===== src/sv/mrs_pkg.sv =====
`default_nettype none

package mrs_pkg;

   // Register indexes of the configuration port.
   localparam int unsigned CSR_INDEX_W = 3;
   localparam int unsigned CSR_DATA_W  = 6;

   typedef enum logic [CSR_INDEX_W-1:0] {
      REG_TARGET_DAY    = 3'd0,
      REG_FIXED_TIME    = 3'd1,
      REG_TARGET_HOUR   = 3'd2,
      REG_TARGET_MINUTE = 3'd3,
      REG_TARGET_SECOND = 3'd4
   } csr_index_type;

   // Field widths.
   localparam int unsigned YEAR_W   = 12;
   localparam int unsigned MONTH_W  = 4;
   localparam int unsigned DAY_W    = 5;
   localparam int unsigned HOUR_W   = 5;
   localparam int unsigned MINUTE_W = 6;
   localparam int unsigned SECOND_W = 6;

   // Internal year carries the wrap to -1 and 4096, so it is signed and wider.
   localparam int unsigned YEAR_EXT_W = 14;

   localparam int unsigned REQ_DATA_W = 40;
   localparam int unsigned RSP_DATA_W = 40;

   // Calendar constants.
   localparam logic [MONTH_W-1:0] MONTH_JAN = 4'd1;
   localparam logic [MONTH_W-1:0] MONTH_FEB = 4'd2;
   localparam logic [MONTH_W-1:0] MONTH_APR = 4'd4;
   localparam logic [MONTH_W-1:0] MONTH_JUN = 4'd6;
   localparam logic [MONTH_W-1:0] MONTH_SEP = 4'd9;
   localparam logic [MONTH_W-1:0] MONTH_NOV = 4'd11;
   localparam logic [MONTH_W-1:0] MONTH_DEC = 4'd12;

   localparam logic [DAY_W-1:0] DAY_DEFAULT = 5'd1;

   localparam logic signed [YEAR_EXT_W-1:0] YEAR_MIN = 14'sd1970;
   localparam logic signed [YEAR_EXT_W-1:0] YEAR_MAX = 14'sd2105;

   // n / 100 as (n * 5243) >> 19, exact for n below 43699.
   localparam int unsigned DIV100_W     = 13;
   localparam logic [DIV100_W-1:0] DIV100_MUL = 13'd5243;
   localparam int unsigned DIV100_SHIFT = 19;
   localparam int unsigned QUOT_W       = 7;

   typedef struct packed {
      logic [DAY_W-1:0]    target_day;
      logic                fixed_time;
      logic [HOUR_W-1:0]   target_hour;
      logic [MINUTE_W-1:0] target_minute;
      logic [SECOND_W-1:0] target_second;
   } cfg_type;

   typedef struct packed {
      logic                opcode;
      logic [YEAR_W-1:0]   in_year;
      logic [MONTH_W-1:0]  in_month;
      logic [DAY_W-1:0]    in_day;
      logic [HOUR_W-1:0]   in_hour;
      logic [MINUTE_W-1:0] in_minute;
      logic [SECOND_W-1:0] in_second;
   } req_type;

   typedef struct packed {
      logic [YEAR_W-1:0]   out_year;
      logic [MONTH_W-1:0]  out_month;
      logic [DAY_W-1:0]    out_day;
      logic [HOUR_W-1:0]   out_hour;
      logic [MINUTE_W-1:0] out_minute;
      logic [SECOND_W-1:0] out_second;
      logic                year_out_of_range;
   } rsp_type;

   // Load enables of the four pipeline stages.
   typedef struct packed {
      logic s1;
      logic s2;
      logic s3;
      logic s4;
   } stage_en_type;

endpackage

`default_nettype wire


===== src/sv/mrs_datapath.sv =====
`default_nettype none

module mrs_datapath
   import mrs_pkg::*;
(
   input  wire logic         clock,
   input  wire stage_en_type en,
   input  wire cfg_type      cfg,
   input  wire req_type      req,
   output rsp_type           rsp
);

   typedef struct packed {
      logic signed [YEAR_EXT_W-1:0] year;
      logic [MONTH_W-1:0]           month;
   } ym_type;

   // One month forward or back, wrapping the year.
   function automatic ym_type step_month(input ym_type cur, input logic back);
      ym_type res;
      res = cur;
      if (back) begin
         if (cur.month > MONTH_JAN) begin
            res.month = cur.month - 4'd1;
         end else begin
            res.month = MONTH_DEC;
            res.year  = cur.year - 14'sd1;
         end
      end else begin
         if (cur.month < MONTH_DEC) begin
            res.month = cur.month + 4'd1;
         end else begin
            res.month = MONTH_JAN;
            res.year  = cur.year + 14'sd1;
         end
      end
      return res;
   endfunction

   // Fields that ride unchanged through the pipeline.
   typedef struct packed {
      logic                back;
      logic [DAY_W-1:0]    tday;
      logic [HOUR_W-1:0]   hour;
      logic [MINUTE_W-1:0] minute;
      logic [SECOND_W-1:0] second;
   } carry_type;

   // Stage 1: clamp month, pick time of day, decide the first month step.
   carry_type         c1_ff, c1_in;
   logic [YEAR_W-1:0] year1_ff;
   logic [MONTH_W-1:0] month1_ff, month1_in;
   logic              step1_ff, step1_in;

   logic [HOUR_W+MINUTE_W+SECOND_W-1:0] tin;
   logic [HOUR_W+MINUTE_W+SECOND_W-1:0] tcand;

   always_comb begin
      c1_in.back = req.opcode;
      c1_in.tday = (cfg.target_day == '0) ? DAY_DEFAULT : cfg.target_day;
      if (cfg.fixed_time) begin
         c1_in.hour   = cfg.target_hour;
         c1_in.minute = cfg.target_minute;
         c1_in.second = cfg.target_second;
      end else begin
         c1_in.hour   = req.in_hour;
         c1_in.minute = req.in_minute;
         c1_in.second = req.in_second;
      end

      month1_in = req.in_month;
      if (req.in_month == '0) begin
         month1_in = MONTH_JAN;
      end else if (req.in_month > MONTH_DEC) begin
         month1_in = MONTH_DEC;
      end

      tin   = {req.in_hour, req.in_minute, req.in_second};
      tcand = {c1_in.hour, c1_in.minute, c1_in.second};

      // On the target day the candidate must lie strictly beyond the reference.
      if (c1_in.tday == req.in_day) begin
         step1_in = req.opcode ? (tcand >= tin) : (tcand <= tin);
      end else if (c1_in.tday > req.in_day) begin
         step1_in = req.opcode;
      end else begin
         step1_in = !req.opcode;
      end
   end

   always_ff @(posedge clock) begin
      if (en.s1) begin
         c1_ff     <= c1_in;
         year1_ff  <= req.in_year;
         month1_ff <= month1_in;
         step1_ff  <= step1_in;
      end
   end

   // Stage 2: apply the first month step.
   carry_type c2_ff;
   ym_type    ym2_ff, ym2_in, ym1;

   always_comb begin
      ym1.year  = $signed({2'b00, year1_ff});
      ym1.month = month1_ff;
      ym2_in    = step1_ff ? step_month(ym1, c1_ff.back) : ym1;
   end

   always_ff @(posedge clock) begin
      if (en.s2) begin
         c2_ff  <= c1_ff;
         ym2_ff <= ym2_in;
      end
   end

   // Stage 3: year / 100 by reciprocal multiplication for the century test.
   carry_type               c3_ff;
   ym_type                  ym3_ff;
   logic [QUOT_W-1:0]       quot3_ff, quot3_in;
   logic [2*DIV100_W-1:0]   prod;

   always_comb begin
      prod     = ym2_ff.year[DIV100_W-1:0] * DIV100_MUL;
      quot3_in = prod[DIV100_SHIFT +: QUOT_W];
   end

   always_ff @(posedge clock) begin
      if (en.s3) begin
         c3_ff    <= c2_ff;
         ym3_ff   <= ym2_ff;
         quot3_ff <= quot3_in;
      end
   end

   // Stage 4: month length, skip a month lacking the target day, range flag.
   rsp_type rsp_ff, rsp_in;

   logic                    leap;
   logic                    century;
   logic [YEAR_EXT_W-1:0]   hundreds;
   logic [DAY_W-1:0]        mlen;
   ym_type                  ym4;

   always_comb begin
      // The only negative year, -1, has low bits 11 and so never tests as leap.
      hundreds = YEAR_EXT_W'(quot3_ff) * 14'd100;
      century  = ({1'b0, ym3_ff.year[YEAR_EXT_W-2:0]} == hundreds);
      leap     = (ym3_ff.year[1:0] == 2'b00) && (!century || (quot3_ff[1:0] == 2'b00));

      if (ym3_ff.month == MONTH_FEB) begin
         mlen = leap ? 5'd29 : 5'd28;
      end else if ((ym3_ff.month == MONTH_APR) || (ym3_ff.month == MONTH_JUN) ||
                   (ym3_ff.month == MONTH_SEP) || (ym3_ff.month == MONTH_NOV)) begin
         mlen = 5'd30;
      end else begin
         mlen = 5'd31;
      end

      // A short month is always followed and preceded by a 31-day month.
      ym4 = (c3_ff.tday > mlen) ? step_month(ym3_ff, c3_ff.back) : ym3_ff;

      rsp_in.out_year          = ym4.year[YEAR_W-1:0];
      rsp_in.out_month         = ym4.month;
      rsp_in.out_day           = c3_ff.tday;
      rsp_in.out_hour          = c3_ff.hour;
      rsp_in.out_minute        = c3_ff.minute;
      rsp_in.out_second        = c3_ff.second;
      rsp_in.year_out_of_range = (ym4.year < YEAR_MIN) || (ym4.year > YEAR_MAX);
   end

   always_ff @(posedge clock) begin
      if (en.s4) begin
         rsp_ff <= rsp_in;
      end
   end

   assign rsp = rsp_ff;

endmodule

`default_nettype wire


===== src/sv/monthly_recurrence_step_unit.sv =====
// A request transaction passes stage registers s1, s2, s3, s4 in order, and
// rsp_tvalid is s4's valid bit. Throughput: one transaction per cycle unless
// all four stages are full and rsp_tready is low; each stage holds an item,
// and an empty stage is filled even while the response stage is stalled.
// Reset (synchronous, active high) empties the pipeline and sets target_day
// to 1 and fixed_time, target_hour, target_minute and target_second to 0.
`default_nettype none

module monthly_recurrence_step_unit
   import mrs_pkg::*;
(
   input  wire logic                   clock,
   input  wire logic                   reset,

   input  wire logic                   req_tvalid,
   output logic                        req_tready,
   // in_year, in_month, in_day, in_hour, in_minute, in_second, zero pad
   input  wire logic [REQ_DATA_W-1:0]  req_tdata,
   // opcode
   input  wire logic                   req_tuser,

   output logic                        rsp_tvalid,
   input  wire logic                   rsp_tready,
   // out_year, out_month, out_day, out_hour, out_minute, out_second, zero pad
   output logic [RSP_DATA_W-1:0]       rsp_tdata,
   // year_out_of_range
   output logic                        rsp_tuser,

   input  wire logic                   csr_we,
   input  wire logic [CSR_INDEX_W-1:0] csr_index,
   input  wire logic [CSR_DATA_W-1:0]  csr_wdata
);

   // Configuration registers.
   cfg_type cfg_ff, cfg_in;

   always_comb begin
      cfg_in = cfg_ff;
      if (csr_we) begin
         case (csr_index)
            REG_TARGET_DAY:    cfg_in.target_day    = csr_wdata[DAY_W-1:0];
            REG_FIXED_TIME:    cfg_in.fixed_time    = csr_wdata[0];
            REG_TARGET_HOUR:   cfg_in.target_hour   = csr_wdata[HOUR_W-1:0];
            REG_TARGET_MINUTE: cfg_in.target_minute = csr_wdata[MINUTE_W-1:0];
            REG_TARGET_SECOND: cfg_in.target_second = csr_wdata[SECOND_W-1:0];
            default:           cfg_in = cfg_ff;
         endcase
      end
   end

   always_ff @(posedge clock) begin
      if (reset) begin
         cfg_ff.target_day    <= DAY_DEFAULT;
         cfg_ff.fixed_time    <= 1'b0;
         cfg_ff.target_hour   <= '0;
         cfg_ff.target_minute <= '0;
         cfg_ff.target_second <= '0;
      end else begin
         cfg_ff <= cfg_in;
      end
   end

   // Pipeline valid bits; a stage loads when it is empty or its item moves on.
   logic [3:0]   valid_ff, valid_in;
   stage_en_type en;

   always_comb begin
      en.s4 = !valid_ff[3] || rsp_tready;
      en.s3 = !valid_ff[2] || en.s4;
      en.s2 = !valid_ff[1] || en.s3;
      en.s1 = !valid_ff[0] || en.s2;

      valid_in[0] = en.s1 ? req_tvalid  : valid_ff[0];
      valid_in[1] = en.s2 ? valid_ff[0] : valid_ff[1];
      valid_in[2] = en.s3 ? valid_ff[1] : valid_ff[2];
      valid_in[3] = en.s4 ? valid_ff[2] : valid_ff[3];
   end

   always_ff @(posedge clock) begin
      if (reset) begin
         valid_ff <= '0;
      end else begin
         valid_ff <= valid_in;
      end
   end

   assign req_tready = en.s1;
   assign rsp_tvalid = valid_ff[3];

   // Unpack the request transaction.
   req_type req;

   always_comb begin
      req.opcode    = req_tuser;
      req.in_year   = req_tdata[11:0];
      req.in_month  = req_tdata[15:12];
      req.in_day    = req_tdata[20:16];
      req.in_hour   = req_tdata[25:21];
      req.in_minute = req_tdata[31:26];
      req.in_second = req_tdata[37:32];
   end

   rsp_type rsp;

   mrs_datapath u_datapath (
      .clock (clock),
      .en    (en),
      .cfg   (cfg_ff),
      .req   (req),
      .rsp   (rsp)
   );

   // Pack the response transaction.
   assign rsp_tdata = {2'b00, rsp.out_second, rsp.out_minute, rsp.out_hour,
                       rsp.out_day, rsp.out_month, rsp.out_year};
   assign rsp_tuser = rsp.year_out_of_range;

endmodule

`default_nettype wire


===== config.mk =====
export PLATFORM = sky130hd
export DESIGN_NAME = monthly_recurrence_step_unit
export DESIGN_NICKNAME = d
export VERILOG_FILES = /design/src/sv/mrs_pkg.sv /design/src/sv/mrs_datapath.sv /design/src/sv/monthly_recurrence_step_unit.sv
export SDC_FILE = /design/constraint.sdc
export NUM_CORES = 1
export LEC_CHECK = 0
export ABC_AREA = 1
export BUFFER_PORTS_ARGS = -buffer_cell sky130_fd_sc_hd__buf_4
export CORE_MARGIN = 3
export CORE_UTILIZATION = 35
export CTS_CLUSTER_SIZE = 16
export DETAILED_ROUTE_END_ITERATION = 10
export HOLD_SLACK_MARGIN = 0.05
export SYNTH_ARGS = -nofsm -noshare
export SYNTH_HDL_FRONTEND = slang
export SYNTH_SLANG_ARGS = --single-unit
export TNS_END_PERCENT = 5

===== constraint.sdc =====
create_clock -name clock -period 11.42 [get_ports clock]
set_input_delay 1.142 -clock clock [delete_from_list [all_inputs] [get_ports clock]]
set_output_delay 1.142 -clock clock [all_outputs]
set_load 0.03 [all_outputs]

==> Word level (Yosys, flattened, before mapping) <==
Index checks and enable logic that the tools add are counted.
{ "totals": {"register_bits": 195, "latch_bits": 0, "ramBits": 0, "rom_bits": 0, "inputBits": 55, "output_inout_bits": 43, "wordCells": 121, "n_memories": 0} }
{ "op_classes": {"n_addsub": 8, "multipliers": 2, "div": 0, "n_lt_le_gt_ge": 11, "n_eq_ne": 11, "shifts": 0, "n_mux": 21, "n_bitwise": 0, "reduce_logical": 27} }
{ "op_table": {"columns": ["operator", "n"], "rows": [
  ["14-bit 2-to-1 mux", 4],
  ["18-bit 2-to-1 mux", 3],
  ["13-bit by 13-bit multiplier with 26-bit output (second input constant)", 1],
  ["4-bit 2-to-1 mux", 5],
  ["17-bit greater-or-equal comparator", 1],
  ["17-bit <= comparator", 1],
  ["17-bit 2-to-1 mux", 1],
  ["16-bit 2-to-1 mux", 1],
  ["14-bit by 2-bit adder with 14-bit output (second input constant)", 1],
  ["13-bit by 14-bit == test with 1-bit output", 1],
  ["14-bit by 13-bit > comparator with 1-bit output (second input constant)", 1],
  ["14-bit by 12-bit less-than comparator with 1-bit output (second input constant)", 1],
  ["14-bit by 2-bit subtractor with 14-bit output (second input constant)", 1],
  ["12-bit by 1-bit adder with 13-bit output (second input constant)", 1],
  ["12-bit by 1-bit subtractor with 13-bit output (second input constant)", 1],
  ["7-bit by 5-bit multiplier with 12-bit output (second input constant)", 1],
  ["5-bit > comparator", 2],
  ["5-bit 2-to-1 mux", 2],
  ["2-bit AND reduction", 5],
  ["1-bit logical OR", 9],
  ["4-bit by 1-bit adder with 4-bit output (second input constant)", 2],
  ["4-bit by 3-bit == test with 1-bit output (second input constant)", 2],
  ["4-bit == test (second input constant)", 2],
  ["4-bit by 1-bit > comparator with 1-bit output (second input constant)", 2],
  ["16 further kinds", 29]
]} }

==> Depth between registers and ports, before layout <==
Gate-level depths: netlist of the first run.
{ "depth": {"ltp_word": 11, "mapped_depth": 31, "depth_no_buf": 31} }

==> Cells and area by module <==
From an unflattened synthesis of the first run, not the netlist that was laid out.
{ "hier_totals": {"cells_unflattened": 1322, "hier_area_um2": 12986.2} }
{ "modules_own_cells": {"columns": ["mod", "n_inst", "cells_each", "area_each_um2", "seq_area_each_um2"], "rows": [
  ["mrs_datapath", 1, 1157, 11852.6, 5044.8],
  ["monthly_recurrence_step_unit", 1, 165, 1133.6, 540.5]
]} }

==> Worst setup path after synthesis of the first run <==
No wires, ideal clock.
{ "synth_timing": {"path_kind": "input -> output", "from": "input port rsp_tready", "to": "output port req_tready", "arrival_time_ns": 4.356, "t_required_ns": 10.278, "path_slack_ns": 5.922, "cell_stages": 6, "path_buffers": 0, "cell_sequence": "nor2_1 > inv_1 > nor2_1 > inv_1 > nor2_1 > nand2_1"} }
{ "synth_rtl": {"columns": ["element", "line_no", "source"], "rows": [
  ["start, declared", "monthly_recurrence_step_unit.sv:23", "input wire logic rsp_tready,"],
  ["end, declared", "monthly_recurrence_step_unit.sv:16", "output logic req_tready,"]
]} }

==> key figures, run 1 <==
Die
  – Ports: slightly below 100
  – Die X-Extent: a little under 200 um
  – Die ar.: between 0.03 and 0.04 mm^2
  – Rows: just under 70
  – Starting Density: a little over a third
  – Core Box Area: ~0.035 mm^2
  – Die height: slightly below 200 um

Timing
  – Period minus WS final: about 5200 ps
  – Final setup viols: 0
  – Rel. slew slack: 30.6%
  – Fin Clk Skew: 15.0 ps
  – Final worst-path cycle share: approximately 45%
  – RSZ-0062 raised after global routing: false
  – Max Clk Rate: around 0.19 GHz
  – Fin. max-slew vios: 0
  – Post-route setup TNS: 0 ps
  – Worst-Margin Slew: about 1000 ps
  – Fin. Hold Viols: 0

Routing
  – Vias: 8642
  – DR WL/cell: ~14 um
  – DR pass1 iterations: 5
  – DRT antenna net count: 0
  – Total Wirelength: around 26000 um
  – DRC violation count after routing: 0
  – Iter 0 DRT Violations: about 610
  – Vias per inst: between 4 and 5

Clocking
  – CTS Root Cell: clkbuf_16
  – Post-CTS resize count: 0
  – # H-tree levels: 4
  – Worst-path clk slew: 70 ps
  – Clock tree sinks: ~200
  – Clock buffer depth: 2
  – CTS tree: built
  – Post-CTS Setup Bufs: 0
  – Worst-Skew Late Latency: between 400 and 500 ps
  – Number of CTS-inserted buffers: 17
  – # hold bufs at CTS: 0

Synth
  – Synth Warn #: 0
  – Dominant cells by area after synthesis: edfxtp_1 40%, ha_1 15%, fa_1 9.3%, inv_1 6.9%, nand2_1 5.1%
  – Synthesized cell area: around 0.013 mm^2
  – Yosys top cell by area: edfxtp_1
  – Share of the synthesized area in the top cell type: 39.9%
  – Post-synthesis sequential area ratio: about 44%
  – Yosys cell types: 46
  – Top_reg_cell synth: edfxtp_1
  – Async S/R FF share, synth: 0%
  – Synth Register Bits: 195
  – Syn_area_per_cell: roughly 10 um^2
  – Cells after Synth: roughly 1300
  – Post-synth EDFFs: approximately 170

Place
  – RD Place Congestion: between 0.8 and 0.9
  – Detail Placement HPWL: ~21000 um
  – Port bufs: 93
  – Cells after DPL: roughly 1800
  – DP Area: approximately 0.014 mm^2

Worst hold path
  – Hold Path End: u_datapath.rsp[9]$_DFFE_PP_
  – HP Class: reg -> reg
  – Hold Path Origin: u_datapath.c3_ff[8]$_DFFE_PP_
  – Hold Crit Depth: 0

Power and ir drop
  – Net Sw Power: approximately 1.2 mW
  – Sequential share of power: between 30% and 40%
  – Worst vdd ir: approximately 0.00012 V
  – Power Internal: around 1.7 mW
  – Power Dens Cells: roughly 200 mW/mm^2
  – Switch share: between 40% and 50%
  – Pleak: about 6.7 nW
  – Combinational Power Share: between 40% and 50%
  – Clock share of power: between 20% and 30%
  – Overall power: a little under 3 mW

Critical path
  – Top cell family by delay on the critical path: simple AND/OR/NAND/NOR gates
  – RR Endpoint: u_datapath.rsp[0]$_DFFE_PP_
  – Slowest CP cell: edfxtp_1
  – Most frequent CP cell: nand2_1
  – Buf/Inv on CP: 2
  – Worst setup EP type: register
  – Worst r2r path cells: 29
  – WP data arrival: between 5000 and 6000 ps
  – CP Max Fanout: 13
  – Worst setup SP type: register
  – Reg-to-Reg Start: u_datapath.quot3_ff[2]$_DFFE_PP_
  – Worst EP required: 11600 ps
  – R2R Setup Slk: between 6000 and 7000 ps
  – CP Class: reg -> reg
  – Critical Path Max Stage Delay: approximately 460 ps

Layout
  – Design Area, Final: roughly 0.014 mm^2
  – Share of cells above drive strength 1: around a tenth
  – Final Non-Filler Cells: about 1800
  – Area grow syn2layout: 14.0%
  – Reg area: 0.00559 mm^2
  – Multi-input logic area: ~0.0061 mm^2
  – Fill count: about 3500
  – Fin nets: about 1600
  – # diodes: 0
  – Core Util, Final: 41.1%

Global route
  – Initial antenna violation count: 0
  – Largest net degree at the start of global routing: 50
  – Total track usage: around 14%
  – First-pass GRT wire length: approximately 43000 um
  – Vias in the first global route: roughly 8500
  – Total gr overflow: 0

Flow run
  – Max-Cap Viols: 0

Outcome
  – Run status: finished clean
layer usage:
metal | global-route usage, % | vias up | share of wire [%]
met4 | 3.33 | 0 | 1.6
li1 | - | 4380 | -
met1 | 19.9 | 4049 | 49
met5 | 0 | - | 0
met2 | 22.1 | 185 | 46
met3 | 2.10 | 28 | 3.6
placed cells by master (no fill, tap or decap), types with 2 or more instances in the layout:
master        n
edfxtp_1    168
clkinv_2      2
a221oi_1      2
conb_1        2
a22oi_1       3
nand2_1     172
o21ai_0      80
o211ai_1      4
nor2_2        4
a21oi_1      55
inv_8         2
and2_1        2
nor4_1        6
inv_2         4
dfxtp_1      27
xnor2_1       9
nand3_1      63
o22ai_1       5
nand4_1      11
clkinvlp_4    3
fa_1         59
o31ai_1       5
nor2_1      103
nor3_1       13
inv_1       232
a21oi_2       2
clkbuf_16    17
bufinv_16     2
nor2_4        2
clkinv_1      2
buf_4        97
a21o_1        4
inv_6         3
xor2_1       28
ha_1        155
nand2_2       5
sequential cells by signal (all words and copies together), names as in the netlist:
name	flops
valid_ff	4
u_datapath.month1_ff	4
u_datapath.year1_ff	12
u_datapath.ym3_ff	18
u_datapath.c1_ff	23
cfg_ff	23
u_datapath.ym2_ff	18
u_datapath.rsp	39
u_datapath.step1_ff	1
u_datapath.c2_ff	23
u_datapath.quot3_ff	7
u_datapath.c3_ff	23
worst register-to-register path, delay by kind of cell, from the launching register on:
family	cells	cell delay [ps]
compound gates	2	230
xor+xnor	1	130
fa+ha+maj	5	1740
buf+inv	2	400
flops	1	460
simple gates	19	1980
power groups by stage:
stage               combinational [mW]  sequential (mW)  clock (mW)
floorplan                         1.07            0.914           0
global placement                  1.39            0.914           0
detailed placement                1.41            0.916           0
CTS                               1.42            0.900       0.608
global route                      1.66            0.908       0.636
finish                            1.41            0.899       0.590
worst max path at each step:
stage | from | to | slack [ps] | cells past startpoint
global placement | u_datapath.quot3_ff[2]$_DFFE_PP_ | u_datapath.rsp[0]$_DFFE_PP_ | 6320 | 29
finish | u_datapath.quot3_ff[2]$_DFFE_PP_ | u_datapath.rsp[0]$_DFFE_PP_ | 6240 | 29
global route | u_datapath.quot3_ff[2]$_DFFE_PP_ | u_datapath.rsp[0]$_DFFE_PP_ | 5750 | 26
floorplan | rsp_tready | req_tready | 5920 | 6
CTS | u_datapath.quot3_ff[2]$_DFFE_PP_ | u_datapath.rsp[0]$_DFFE_PP_ | 6260 | 29
detailed placement | u_datapath.quot3_ff[2]$_DFFE_PP_ | u_datapath.rsp[0]$_DFFE_PP_ | 6280 | 29
stage by stage:
stage	hold slack, ps	setup WS [ps]
final	420	6240
after global routing	424	5750
after CTS	420	6260
after detailed placement	405	6280
after global placement	404	6320
after floorplan	400	5920
cell usage after synthesis, types with 2 or more instances:
library cell	number
a21o_1	4
a21oi_1	55
a21oi_2	2
a221oi_1	2
a22oi_1	3
and2_1	2
buf_2	7
buf_4	2
clkbuf_1	18
dfxtp_1	27
edfxtp_1	168
fa_1	59
ha_1	155
inv_1	233
inv_2	3
nand2_1	173
nand2_2	4
nand3_1	63
nand4_1	11
nor2_1	103
nor2_2	4
nor2_4	2
nor3_1	13
nor4_1	6
o211ai_1	4
o21ai_0	80
o22ai_1	5
o31ai_1	5
xnor2_1	9
xor2_1	28
kinds of logic (layout without fill, tap and decap cells):
group                      after synthesis  after routing  share of synthesized area (%)
DFF                                    195            195                           44.2
adders and majority gates              214            214                           24.7
buffers and inverters                  263            365                           7.94
other                                    1              2                         0.0297
muxes                                    1              1                         0.0792
and+or+nand+nor                        382            382                           12.8
xor gates and xnor gates                38             38                           2.69
AOI/OAI and AO/OA                      172            172                           7.59
layout make-up:
cell class / count / area share (%)
tap: 455 / 3.95
sequential: 195 / 38.8
timing repair buffer: 97 / 5.06
inverter: 236 / 6.15
multi-input combinational: 809 / 42.1
clock inverter: 14 / 1.03
clock buffer: 18 / 2.98
(Power assumes the default switching activity.)
==> run 2: changes to the inputs <==
Clock period 11.42 ns to 4.9 ns, I/O delays scaled along.
==> run 2 against run 1 <==
  * Sequential cell count did not move
  * Register-to-register slack got worse by 6000 ps
  * Via count grew 1.5%
  * Utilization increased by 0.99 points
  * Critical endpoint unchanged
  * Largest power group unchanged
  * Highest routed layer unchanged
==> key figures, run 2 (synthesis gave the netlist of run 1 again) <==
Place
  – RD Place Congestion: 0.861 (was 0.828)
  – DP Area: 0.0139 mm^2 (was 0.0138 mm^2)
  – Pre-CTS setup slack: 32.0 ps (was 6280 ps)
  – Port bufs: 93 (unchanged)
  – Detail Placement HPWL: 21100 um (was 20700 um)
  – Cells after DPL: 1802 (was 1792)

Timing
  – Max Clk Rate: 0.214 GHz (was 0.193 GHz)
  – Fin. Hold Viols: 0 (unchanged)
  – Worst hold margin: 219 ps (was 420 ps)
  – Period minus WS final: 4680 ps (was 5180 ps)
  – Fin. max-slew vios: 0 (unchanged)
  – Final setup margin: 221 ps (was 6240 ps)
  – RSZ-0062 raised after global routing: true (was false)
  – Worst-Margin Slew: 1080 ps (was 1040 ps)
  – Rel. slew slack: 27.7% (was 30.6%)
  – Final setup viols: 0 (unchanged)
  – Final worst-path cycle share: 95.5% (was 45.4%)
  – Fin Clk Skew: 9.07 ps (was 15.0 ps)

Clocking
  – CTS tree: built (unchanged)
  – Clock buffer depth: 2 (unchanged)
  – # hold bufs at CTS: 0 (unchanged)
  – Clock tree sinks: 195 (unchanged)
  – Worst-path clk slew: 80 ps (was 70 ps)
  – CTS Root Cell: clkbuf_16 (unchanged)
  – Number of CTS-inserted buffers: 17 (unchanged)
  – # H-tree levels: 4 (unchanged)
  – Worst-Skew Late Latency: 440 ps (was 430 ps)

Critical path
  – Reg-to-Reg Start: u_datapath.quot3_ff[1]$_DFFE_PP_ (was u_datapath.quot3_ff[2]$_DFFE_PP_)
  – Most frequent CP cell: nand2_1 (unchanged)
  – Buf/Inv on CP: 3 (was 2)
  – Worst Setup SP: u_datapath.quot3_ff[1]$_DFFE_PP_ (was u_datapath.quot3_ff[2]$_DFFE_PP_)
  – CP Max Fanout: 8 (was 13)
  – RR Endpoint: u_datapath.rsp[0]$_DFFE_PP_ (unchanged)
  – Worst r2r path cells: 27 (was 29)
  – Worst setup EP type: register (unchanged)
  – CP Class: reg -> reg (unchanged)
  – Worst EP required: 5080 ps (was 11600 ps)
  – WP data arrival: 4860 ps (was 5360 ps)
  – Critical Path Max Stage Delay: 540 ps (was 460 ps)
  – Top cell family by delay on the critical path: simple AND/OR/NAND/NOR gates (unchanged)
  – R2R Setup Slk: 220 ps (was 6240 ps)
  – Worst setup SP type: register (unchanged)
  – Slowest CP cell: fa_2 (was edfxtp_1)

Routing
  – DRT antenna net count: 0 (unchanged)
  – Vias per inst: 4.75 (was 4.74)
  – Total Wirelength: 26600 um (was 26100 um)
  – Iter 0 DRT Violations: 531 (was 606)
  – DR WL/cell: 14.4 um (was 14.3 um)
  – Vias: 8768 (was 8642)
  – DRC violation count after routing: 0 (unchanged)
  – DR pass1 iterations: 5 (unchanged)

Die
  – Rows: 68 (unchanged)
  – Die height: 196 um (unchanged)
  – Ports: 98 (unchanged)
  – Starting Density: 36.1% (unchanged)
  – Die ar.: 0.0384 mm^2 (unchanged)
  – Die X-Extent: 196 um (unchanged)
  – Core Box Area: 0.0351 mm^2 (unchanged)

Global route
  – First-pass GRT wire length: 43400 um (was 43300 um)
  – Vias in the first global route: 8537 (was 8523)
  – Largest net degree at the start of global routing: 50 (unchanged)
  – Initial antenna violation count: 0 (unchanged)
  – Total gr overflow: 0 (unchanged)
  – Total track usage: 14.0% (was 13.8%)

Layout
  – Fill count: 3418 (was 3451)
  – Final Non-Filler Cells: 1844 (was 1824)
  – Fin nets: 1645 (was 1625)
  – Commonest non-fill, non-tap cell in the layout: inv_1 (unchanged)
  – Reg area: 0.00559 mm^2 (unchanged)
  – Multi-input logic area: 0.00620 mm^2 (was 0.00606 mm^2)
  – # diodes: 0 (unchanged)
  – Share of cells above drive strength 1: 13.9% (was 10.7%)
  – Max reg flops: 39 (unchanged)
  – Area grow syn2layout: 16.7% (was 14.0%)
  – Most frequent cells in the layout: 229 x inv_1, 168 x edfxtp_1, 167 x nand2_1, 146 x ha_1, 114 x buf_4 (was 232 x inv_1, 172 x nand2_1, 168 x edfxtp_1, 155 x ha_1, 103 x nor2_1)
  – Design Area, Final: 0.0148 mm^2 (was 0.0144 mm^2)

Worst hold path
  – Hold Path Origin: req_tdata[11] (was u_datapath.c3_ff[8]$_DFFE_PP_)
  – Hold Path End: u_datapath.year1_ff[11]$_DFFE_PP_ (was u_datapath.rsp[9]$_DFFE_PP_)
  – Hold Crit Depth: 1 (was 0)
  – HP Class: in -> reg (was reg -> reg)

Outcome
  – Run status: finished clean (unchanged)

Power and ir drop
  – Worst vdd ir: 0.000253 V (was 0.000115 V)
  – Pleak: 6.83 nW (was 6.74 nW)
  – Power Dens Cells: 479 mW/mm^2 (was 201 mW/mm^2)
  – Overall power: 7.06 mW (was 2.90 mW)

Flow run
  – Max-Cap Viols: 0 (unchanged)
run 2: cell types whose count changed in the layout (fill, tap and decap cells not counted), sizes merged:
cell,change
inv,-1
buf,+20
clkbuf,-1
clkinv,+3
bufinv,-1
run 2: worst max-delay path by stage:
stage / cells after the start / end
floorplan: 27 / u_datapath.rsp[0]$_DFFE_PP_
global placement: 30 / u_datapath.rsp[0]$_DFFE_PP_
detailed placement: 29 / u_datapath.rsp[0]$_DFFE_PP_
CTS: 29 / u_datapath.rsp[0]$_DFFE_PP_
global route: 30 / u_datapath.rsp[0]$_DFFE_PP_
finish: 27 / u_datapath.rsp[0]$_DFFE_PP_
run 2: worst register-to-register path, cell delays in order (launching register included):
cell and delay [ps]:
edfxtp_1 450, buf_6 150, ha_4 230, ha_4 270, ha_4 200, fa_2 540, o22ai_1 70, nor4_1 270
nand4_1 180, nor2_1 140, nand4_1 210, nand2_1 160, nand2_2 60, ha_1 280, nand2_1 60, inv_1 40
nor2_2 90, nand2_2 100, clkinvlp_4 150, nand2_1 80, nor2_2 160, nand2_1 70, nand2_1 100, nor2_1 70
nand2_1 100, nand3_1 90, nand2_1 70, nand3_1 60
run 2: final cells by class:
type                            count  area share (%)
Timing Repair Buffer              117            6.03
Tap cell                          455            3.86
Clock buffer                       17            2.88
Sequential cell                   195            37.9
Inverter                          236            6.03
Multi-Input combinational cell    809            42.0
Clock inverter                     15            1.32
run 2: metal layers:
layer / vias to the layer above / share of wire (%) / GRT usage (%)
met2: 159 / 46 / 22.2
met1: 4159 / 49 / 20.0
met3: 24 / 3.5 / 2.30
met4: 0 / 1.6 / 3.78
met5: - / 0 / 0
li1: 4426 / - / -
run 2: per-stage QoR:
step	util (%)	setup TNS, ps
after floorplan	-	0
after global placement	39.7	0
after detailed placement	39.7	0
after CTS	41.4	0
after global routing	42.1	-39.2
final	42.1	0
run 2: power by group:
| part | internal (mW) | switching [mW] | leakage [nW] |
|---|---|---|---|
| registers | 1.97 | 0.122 | 2.03 |
| logic | 1.49 | 2.07 | 4.51 |
| clock network | 0.737 | 0.680 | 0.294 |
| total | 4.19 | 2.87 | 6.83 |
run 2: repair_timing:
action | CTS | global route
buffers inserted | 0 | 10
gates resized for setup | 0 | 29
hold endpoints to repair | 0 | 0
setup endpoints to repair | 0 | 5
